## src/rtl/cdo_pkg.sv

```systemverilog
// Package for the Gregorian date-add-days core.
// Holds the shared types, calendar constants and month-length function.
// No dependencies.
package cdo_pkg;

  localparam int unsigned YearW   = 14;
  localparam int unsigned MonthW  = 4;
  localparam int unsigned DayW    = 5;
  localparam int unsigned OffW    = 17;
  localparam int unsigned ErrW    = 2;
  localparam int unsigned InDataW = 40;
  localparam int unsigned OutDataW = 24;

  localparam logic [YearW-1:0]  MaxYear   = 14'd9999;
  localparam logic [MonthW-1:0] MonthJan  = 4'd1;
  localparam logic [MonthW-1:0] MonthFeb  = 4'd2;
  localparam logic [MonthW-1:0] MonthDec  = 4'd12;
  localparam logic [DayW-1:0]   DecLen    = 5'd31;

  // year / 25 via reciprocal: floor(y * 20972 / 2^19) is exact for y < 2^14
  localparam int unsigned RecipShift = 19;
  localparam int unsigned ProdW      = 29;
  localparam logic [ProdW-1:0] Recip25 = 29'd20972;
  localparam int unsigned QuotW      = 10;
  localparam logic [YearW-1:0] Century = 14'd100;
  localparam logic [6:0] LastYearOfCentury = 7'd99;

  localparam logic [ErrW-1:0] ErrNone    = 2'd0;
  localparam logic [ErrW-1:0] ErrInvalid = 2'd1;
  localparam logic [ErrW-1:0] ErrRange   = 2'd2;

  typedef struct packed {
    logic load;     // capture input word
    logic div;      // year / 25
    logic modc;     // year mod 100 and century mod 4
    logic check;    // validate start date
    logic step;     // one month of the walk
    logic out_load; // move result to the output register
  } cdo_cmd_t;

  typedef struct packed {
    logic fin;      // walk lands inside current month
    logic ovf;      // walk left years 0..9999
  } cdo_stat_t;

  function automatic logic [DayW-1:0] month_len(input logic leap,
                                                input logic [MonthW-1:0] m);
    logic [DayW-1:0] len;
    unique case (m) inside
      4'd1, 4'd3, 4'd5, 4'd7, 4'd8, 4'd10, 4'd12: len = 5'd31;
      4'd4, 4'd6, 4'd9, 4'd11:                    len = 5'd30;
      MonthFeb:                                   len = leap ? 5'd29 : 5'd28;
      default:                                    len = 5'd0;
    endcase
    return len;
  endfunction

endpackage

```

## src/rtl/cdo_ctrl.sv

```systemverilog
// Controller for the date-add-days core: sequences load, residue setup,
// validation, the month walk and the output register. Uses cdo_pkg.
module cdo_ctrl
  import cdo_pkg::*;
(
  input  logic      clk_i,
  input  logic      rst_ni,
  input  logic      in_valid_i,
  output logic      in_ready_o,
  output logic      out_valid_o,
  input  logic      out_ready_i,
  input  cdo_stat_t stat_i,
  output cdo_cmd_t  cmd_o
);

  typedef enum logic [5:0] {
    StIdle  = 6'b000001,
    StDiv   = 6'b000010,
    StMod   = 6'b000100,
    StCheck = 6'b001000,
    StWalk  = 6'b010000,
    StEmit  = 6'b100000
  } state_e;

  state_e state_q, state_d;
  logic   out_valid_q, out_valid_d;

  assign in_ready_o  = (state_q == StIdle);
  assign out_valid_o = out_valid_q;

  always_comb begin
    state_d = state_q;
    cmd_o   = '0;
    unique case (state_q)
      StIdle: begin
        if (in_valid_i) begin
          cmd_o.load = 1'b1;
          state_d    = StDiv;
        end
      end
      StDiv: begin
        cmd_o.div = 1'b1;
        state_d   = StMod;
      end
      StMod: begin
        cmd_o.modc = 1'b1;
        state_d    = StCheck;
      end
      StCheck: begin
        cmd_o.check = 1'b1;
        state_d     = StWalk;
      end
      StWalk: begin
        cmd_o.step = 1'b1;
        if (stat_i.fin || stat_i.ovf) begin
          state_d = StEmit;
        end
      end
      StEmit: begin
        // wait for the output register to free up
        if (!out_valid_q || out_ready_i) begin
          cmd_o.out_load = 1'b1;
          state_d        = StIdle;
        end
      end
      default: state_d = StIdle;
    endcase
  end

  assign out_valid_d = (out_valid_q && !out_ready_i) || cmd_o.out_load;

  always_ff @(posedge clk_i or negedge rst_ni) begin
    if (!rst_ni) begin
      state_q     <= StIdle;
      out_valid_q <= 1'b0;
    end else begin
      state_q     <= state_d;
      out_valid_q <= out_valid_d;
    end
  end

endmodule

```

## src/rtl/cdo_dp.sv

```systemverilog
// Datapath for the date-add-days core: date registers, leap residues,
// remaining-day counter, month step logic and output register. Uses cdo_pkg.
module cdo_dp
  import cdo_pkg::*;
(
  input  logic                clk_i,
  input  logic [InDataW-1:0]  in_data_i,
  input  cdo_cmd_t            cmd_i,
  output cdo_stat_t           stat_o,
  output logic [OutDataW-1:0] out_data_o,
  output logic [ErrW-1:0]     out_err_o
);

  logic [YearW-1:0]  year_q, year_d;
  logic [MonthW-1:0] month_q, month_d;
  logic [DayW-1:0]   day_q, day_d;
  logic [OffW-1:0]   rem_q, rem_d;
  logic              neg_q, neg_d;
  logic [QuotW-1:0]  q25_q, q25_d;
  logic [6:0]        c100_q, c100_d;    // year mod 100
  logic [1:0]        cent_q, cent_d;    // (year / 100) mod 4
  logic [ErrW-1:0]   err_q, err_d;
  logic [OutDataW-1:0] out_data_q;
  logic [ErrW-1:0]     out_err_q;

  logic [OffW-1:0]   off_in;
  logic [ProdW-1:0]  prod;
  logic [YearW-1:0]  mod100;
  logic              leap;
  logic [DayW-1:0]   len_cur, len_prev;
  logic [OffW:0]     fwd_sum;
  logic              fwd_fin, bwd_fin;
  logic              wrap_up, wrap_dn;
  logic              invalid;
  logic [6:0]        c100_inc, c100_dec;
  logic [1:0]        cent_inc, cent_dec;

  assign off_in = in_data_i[39:23];
  assign prod   = ProdW'(year_q) * Recip25;
  assign mod100 = year_q - YearW'(q25_q[QuotW-1:2]) * Century;

  assign leap = ((year_q[1:0] == 2'd0) && (c100_q != 7'd0)) ||
                ((c100_q == 7'd0) && (cent_q == 2'd0));
  assign len_cur  = month_len(leap, month_q);
  assign len_prev = (month_q == MonthJan) ? DecLen : month_len(leap, month_q - 4'd1);

  assign invalid = (year_q > MaxYear) || (len_cur == 5'd0) || (day_q == 5'd0) ||
                   (day_q > len_cur);

  assign fwd_sum = (OffW+1)'(day_q) + (OffW+1)'(rem_q);
  assign fwd_fin = fwd_sum <= (OffW+1)'(len_cur);
  assign bwd_fin = rem_q < OffW'(day_q);
  assign wrap_up = (month_q == MonthDec) && (year_q == MaxYear);
  assign wrap_dn = (month_q == MonthJan) && (year_q == '0);

  assign c100_inc = (c100_q == LastYearOfCentury) ? 7'd0 : c100_q + 7'd1;
  assign cent_inc = (c100_q == LastYearOfCentury) ? cent_q + 2'd1 : cent_q;
  assign c100_dec = (c100_q == 7'd0) ? LastYearOfCentury : c100_q - 7'd1;
  assign cent_dec = (c100_q == 7'd0) ? cent_q - 2'd1 : cent_q;

  assign stat_o.fin = neg_q ? bwd_fin : fwd_fin;
  assign stat_o.ovf = neg_q ? (!bwd_fin && wrap_dn) : (!fwd_fin && wrap_up);

  always_comb begin
    year_d  = year_q;
    month_d = month_q;
    day_d   = day_q;
    rem_d   = rem_q;
    neg_d   = neg_q;
    q25_d   = q25_q;
    c100_d  = c100_q;
    cent_d  = cent_q;
    err_d   = err_q;
    if (cmd_i.load) begin
      year_d  = in_data_i[13:0];
      month_d = in_data_i[17:14];
      day_d   = in_data_i[22:18];
      neg_d   = off_in[OffW-1];
      // magnitude; -65536 comes out as 65536 in 17 unsigned bits
      rem_d   = off_in[OffW-1] ? (~off_in + OffW'(1)) : off_in;
    end
    if (cmd_i.div) begin
      q25_d = prod[RecipShift +: QuotW];
    end
    if (cmd_i.modc) begin
      c100_d = mod100[6:0];
      cent_d = q25_q[3:2];
    end
    if (cmd_i.check) begin
      if (invalid) begin
        year_d  = '0;
        month_d = MonthJan;
        day_d   = 5'd1;
        c100_d  = '0;
        cent_d  = '0;
        err_d   = ErrInvalid;
      end else begin
        err_d = ErrNone;
      end
    end
    if (cmd_i.step) begin
      if (!neg_q) begin
        if (fwd_fin) begin
          day_d = fwd_sum[DayW-1:0];
        end else if (wrap_up) begin
          year_d  = MaxYear;
          month_d = MonthDec;
          day_d   = DecLen;
          err_d   = ErrRange;
        end else begin
          rem_d = rem_q - OffW'(len_cur) + OffW'(day_q) - OffW'(1);
          day_d = 5'd1;
          if (month_q == MonthDec) begin
            year_d  = year_q + 14'd1;
            month_d = MonthJan;
            c100_d  = c100_inc;
            cent_d  = cent_inc;
          end else begin
            month_d = month_q + 4'd1;
          end
        end
      end else begin
        if (bwd_fin) begin
          day_d = day_q - rem_q[DayW-1:0];
        end else if (wrap_dn) begin
          year_d  = '0;
          month_d = MonthJan;
          day_d   = 5'd1;
          err_d   = ErrRange;
        end else begin
          rem_d = rem_q - OffW'(day_q);
          day_d = len_prev;
          if (month_q == MonthJan) begin
            year_d  = year_q - 14'd1;
            month_d = MonthDec;
            c100_d  = c100_dec;
            cent_d  = cent_dec;
          end else begin
            month_d = month_q - 4'd1;
          end
        end
      end
    end
  end

  always_ff @(posedge clk_i) begin
    year_q  <= year_d;
    month_q <= month_d;
    day_q   <= day_d;
    rem_q   <= rem_d;
    neg_q   <= neg_d;
    q25_q   <= q25_d;
    c100_q  <= c100_d;
    cent_q  <= cent_d;
    err_q   <= err_d;
    if (cmd_i.out_load) begin
      out_data_q <= {1'b0, day_q, month_q, year_q};
      out_err_q  <= err_q;
    end
  end

  assign out_data_o = out_data_q;
  assign out_err_o  = out_err_q;

endmodule

```

## src/rtl/calendar_date_day_offset_core.sv

```systemverilog
// Top level of the Gregorian date-add-days core.
// Joins cdo_ctrl and cdo_dp; uses cdo_pkg.
//
// channel | dir | handshake              | contents
// s_axis  | in  | s_axis_tvalid/tready   | start date and signed day offset
// m_axis  | out | m_axis_tvalid/tready   | result date, error code in tuser
//
// A word goes from accept through divide, residue setup, check, the month walk and emit;
// the walk crosses up to about 2155 months for a 65536-day offset, stepping one month
// per cycle through the datapath. One word is in work at a time;
// a new word is taken while the previous result waits in the output register.
// rst_ni clears the controller and output valid; payload registers are not reset.
module calendar_date_day_offset_core
  import cdo_pkg::*;
(
  input  logic                clk_i,
  input  logic                rst_ni,
  input  logic                s_axis_tvalid,
  output logic                s_axis_tready,
  // [13:0] start_year, [17:14] start_month, [22:18] start_day, [39:23] day_offset
  input  logic [InDataW-1:0]  s_axis_tdata,
  output logic                m_axis_tvalid,
  input  logic                m_axis_tready,
  // [13:0] result_year, [17:14] result_month, [22:18] result_day, [23] zero
  output logic [OutDataW-1:0] m_axis_tdata,
  // [1:0] date_error
  output logic [ErrW-1:0]     m_axis_tuser
);

  cdo_cmd_t  cmd;
  cdo_stat_t stat;

  cdo_ctrl u_ctrl (
    .clk_i       (clk_i),
    .rst_ni      (rst_ni),
    .in_valid_i  (s_axis_tvalid),
    .in_ready_o  (s_axis_tready),
    .out_valid_o (m_axis_tvalid),
    .out_ready_i (m_axis_tready),
    .stat_i      (stat),
    .cmd_o       (cmd)
  );

  cdo_dp u_dp (
    .clk_i      (clk_i),
    .in_data_i  (s_axis_tdata),
    .cmd_i      (cmd),
    .stat_o     (stat),
    .out_data_o (m_axis_tdata),
    .out_err_o  (m_axis_tuser)
  );

  a_month_range: assert property (@(posedge clk_i) disable iff (!rst_ni)
    m_axis_tvalid |-> (m_axis_tdata[17:14] >= MonthJan) &&
                      (m_axis_tdata[17:14] <= MonthDec))
    else $error("result month out of range");

  a_day_nonzero: assert property (@(posedge clk_i) disable iff (!rst_ni)
    m_axis_tvalid |-> (m_axis_tdata[22:18] != 5'd0))
    else $error("result day is zero");

  a_err_code: assert property (@(posedge clk_i) disable iff (!rst_ni)
    m_axis_tvalid |-> (m_axis_tuser != 2'd3))
    else $error("undefined error code");

  a_saturate: assert property (@(posedge clk_i) disable iff (!rst_ni)
    (m_axis_tvalid && (m_axis_tuser == ErrRange)) |->
      ((m_axis_tdata[22:0] == {5'd1, MonthJan, 14'd0}) ||
       (m_axis_tdata[22:0] == {DecLen, MonthDec, MaxYear})))
    else $error("out-of-range result not saturated");

endmodule

```

## config.mk

```make
export PLATFORM = sky130hd
export DESIGN_NAME = calendar_date_day_offset_core
export DESIGN_NICKNAME = d
export VERILOG_FILES = /design/src/rtl/cdo_pkg.sv /design/src/rtl/cdo_ctrl.sv /design/src/rtl/cdo_dp.sv /design/src/rtl/calendar_date_day_offset_core.sv
export SDC_FILE = /design/constraint.sdc
export NUM_CORES = 1
export LEC_CHECK = 0
export ABC_AREA = 1
export ABC_CLOCK_PERIOD_IN_PS = 5730
export BUFFER_PORTS_ARGS = -buffer_cell sky130_fd_sc_hd__buf_2
export CAP_MARGIN = 5
export CORE_UTILIZATION = 50
export DETAILED_ROUTE_END_ITERATION = 7
export GPL_TIMING_DRIVEN = 0
export PLACE_DENSITY = 0.69
export SETUP_SLACK_MARGIN = 0.3
export SYNTH_ARGS = -nofsm -noshare
export SYNTH_HDL_FRONTEND = slang
export SYNTH_HIERARCHICAL = 1
export SYNTH_SLANG_ARGS = --single-unit
export TNS_END_PERCENT = 10
```

## constraint.sdc

```tcl
create_clock -name clk_i -period 5.73 [get_ports clk_i]
set_input_delay 0.2865 -clock clk_i [delete_from_list [all_inputs] [get_ports clk_i]]
set_output_delay 0.2865 -clock clk_i [all_outputs]
set_load 0.005 [all_outputs]
```

==> impl_metrics.yaml <==
synthesis:
  synth_area_um2: 12900
  synth_seq_area_share_pct: 16.7
  netlist_instances: 1804
  syn-mean-instance-area_um2: 7.13
  ys.flop_type: "dfxtp_1"
  ys_types: 59
  synth-seq-cells: 89
  synth-edff-count: 33
  async_reset_ff_share_pct: 7.87
  synth_warnings: 6
  synth_nets: 2112
finish:
  drive_gt1_share_pct: 9.84
  final_common_cell: "nand2_1"
  layout_common_cells: "412 x nand2_1, 283 x inv_1, 191 x ha_1"
  n_antenna_cell: 0
  layout.cells.non_filler: 2231
  final_nets: 2204
  syn2layout_area_growth_pct: 9.77
global_routing:
  grt-ovfl-total: 0
  antenna_found_initial: 0
  grt_util_all_layers_pct: 30.6
  grt_max_degree: 26
  grt_pass1_vias: 11300
  grt_first_pass_wirelength_mm: 62.1
critical_path:
  end_kind: "flop"
  arrival_ps: 5420
  crit_path_start_kind: "flop"
  crit_top_cell: "nand2_1"
  cp_max_fo: 10
  required_ps: 5960
  crit_family: "simple AND/OR/NAND/NOR gates"
  path_class: "reg2reg"
  cpPeakStageDelay_ps: 530
  slowest_stage: "fa_1"
  critPathBufInv: 6
route:
  wl_per_cell_um: 17.8
  wl_mm: 39.7
  dr.pass1.iters: 8
  vias_per_cell: 5.58
  route.met2.wl_mm: 17.5
  dr_wl_met3_mm: 3.06
  met1Wirelength_mm: 17.9
  route.detailed.drc: 0
  ant_nets: 0
  vias: 12450
  highest_layer: "met4"
  drt_iter0_drc: 1282
timing:
  finalCritPeriodShare_pct: 90.5
  finalMaxSlewViolations: 0
  skew_ps: 7.81
  report.final.hold_viol_count: 0
  tightest_slew_ps: 872
  rsz0062_at_grt: "true"
  fmax_ghz: 0.193
  whs_ps: 131
  slew_headroom_pct: 41.7
  finalWorstSetupSlack_ps: 543
  finalSetupViolations: 0
  period_minus_slack_ps: 5190
clock_tree:
  clkSinkCount: 89
  cts_buffer_depth: 2
  clkLatencyLatePin_ps: 360
  numCtsBuffers: 9
  cts_tree: "done"
  cts_root_buffer: "clkbuf_16"
  clk_pin_slew_ps: 70
  cts.htree.levels: 3
die:
  core.rowCount: 58
  core_area_um2: 25200
  ios: 72
  dieArea_um2: 26400
  initial_core_util_pct: 51.1
  dieWidth_um: 162
  die_y_um: 162
run_status:
  status: "finished clean"
worst_hold_path:
  hold_class: "in2reg"
place:
  port_buffers: 70
  pre_cts_slack_ps: -680
  gp_congestion: 0.974
  placedCellCount: 2204
  dp.final_hpwl_mm: 31.6
job:
  maxCapViolCount: 0
==> area by class of cell <==
type | count | area, um^2
multi-input cells | 1372 | 9400
inverters | 298 | 1140
well taps | 330 | 413
repair buffers | 81 | 435
plain buffers | 45 | 269
fillers | 2456 | 11100
clock buffers | 9 | 225
flip-flops and latches | 89 | 2160
clock inverters | 7 | 76.3
==> cell usage after synthesis (4+ instances only) <==
| cell type | count | area share (%) |
|---|---|---|
| edfxtp_1 | 33 | 7.7 |
| fa_1 | 72 | 11 |
| nand3_1 | 135 | 5.3 |
| a21oi_1 | 101 | 3.9 |
| nor2_2 | 10 | 0.49 |
| or2_2 | 4 | 0.19 |
| dfxtp_1 | 49 | 7.6 |
| nand4_1 | 23 | 1.1 |
| inv_1 | 286 | 8.3 |
| o22ai_1 | 8 | 0.39 |
| dfrtp_1 | 6 | 1.2 |
| clkbuf_1 | 25 | 0.73 |
| ha_1 | 192 | 19 |
| nand2_2 | 4 | 0.19 |
| nor3_1 | 10 | 0.39 |
| nand3b_1 | 9 | 0.53 |
| o21ai_0 | 92 | 3.6 |
| a211oi_1 | 6 | 0.35 |
| buf_2 | 5 | 0.19 |
| o21ai_1 | 7 | 0.27 |
| o21a_1 | 6 | 0.35 |
| nand2_1 | 413 | 12 |
| xor2_1 | 61 | 4.2 |
| buf_6 | 5 | 0.44 |
| buf_4 | 8 | 0.47 |
| o21bai_1 | 5 | 0.29 |
| inv_2 | 7 | 0.20 |
| xnor2_1 | 15 | 1.0 |
| nor2_1 | 138 | 4.0 |
| o211ai_1 | 22 | 1.3 |
==> sequential cells by signal, summed over array words and instances, names as in the netlist <==
register / cells
u_dp/neg_q: 1
u_dp/q25_q: 5
u_dp/year_q: 14
u_dp/cent_q: 2
u_dp/err_q: 2
u_ctrl/out_valid_o: 1
u_dp/out_err_o: 2
u_dp/out_data_o: 23
u_dp/day_q: 5
u_ctrl/state_q: 6
u_dp/c100_q: 7
u_dp/month_q: 4
u_dp/rem_q: 17
==> through the flow <==
stage          instance area [um^2]  setup TNS [ps]  utilization [%]
2_1_floorplan                 12900               0                -
3_3_place_gp                  13600          -14900             54.1
3_5_place_dp                  13600          -13860             54.1
4_1_cts                       14000               0             55.5
5_1_grt                       14100               0             56.1
6_report                      14100               0             56.1
==> metal layers <==
metal / track usage [%] / vias up
li1: - / 6004
met1: 43.9 / 5816
met2: 47.3 / 551
met3: 3.26 / 79
met4: 11.4 / 0
met5: 0 / -
==> logic make-up after synthesis <==
group,synth area share (%)
buffers and inverters,10.6
AND/OR/NAND/NOR,25.5
adder cells (fa/ha/maj),29.9
flip-flops,16.7
XOR/XNOR,5.18
other,0.0292
AO/OA/AOI/OAI,12.0
==> worst paths after layout <==
kind                                 start                  end  slack, ps  cells after the start
min reg2reg                u_dp/month_q[2]  u_dp/out_data_o[16]        450                      0
max in group asynchronous           rst_ni    u_ctrl/state_q[0]       5210                      2
min                          m_axis_tready   u_ctrl/out_valid_o        130                      2
max                         u_dp/c100_q[2]        u_dp/rem_q[6]        540                     29
min in group asynchronous           rst_ni    u_ctrl/state_q[2]        290                      2
max reg2reg                 u_dp/c100_q[2]        u_dp/rem_q[6]        540                     29
==> what timing repair did <==
item / 4_1_cts / 5_1_grt
hold buffers: 1 / 0
gates cloned: 0 / 0
hold endpoints to repair: 7 / 0
pin swaps: 0 / 2
setup buffers: 0 / 10
gates resized for setup: 22 / 24
endpoints found under the setup margin: 40 / 41
Power is left out: the tool's default activity adds up to more than one toggle a clock period on the data nets, which glitch-free logic cannot reach.
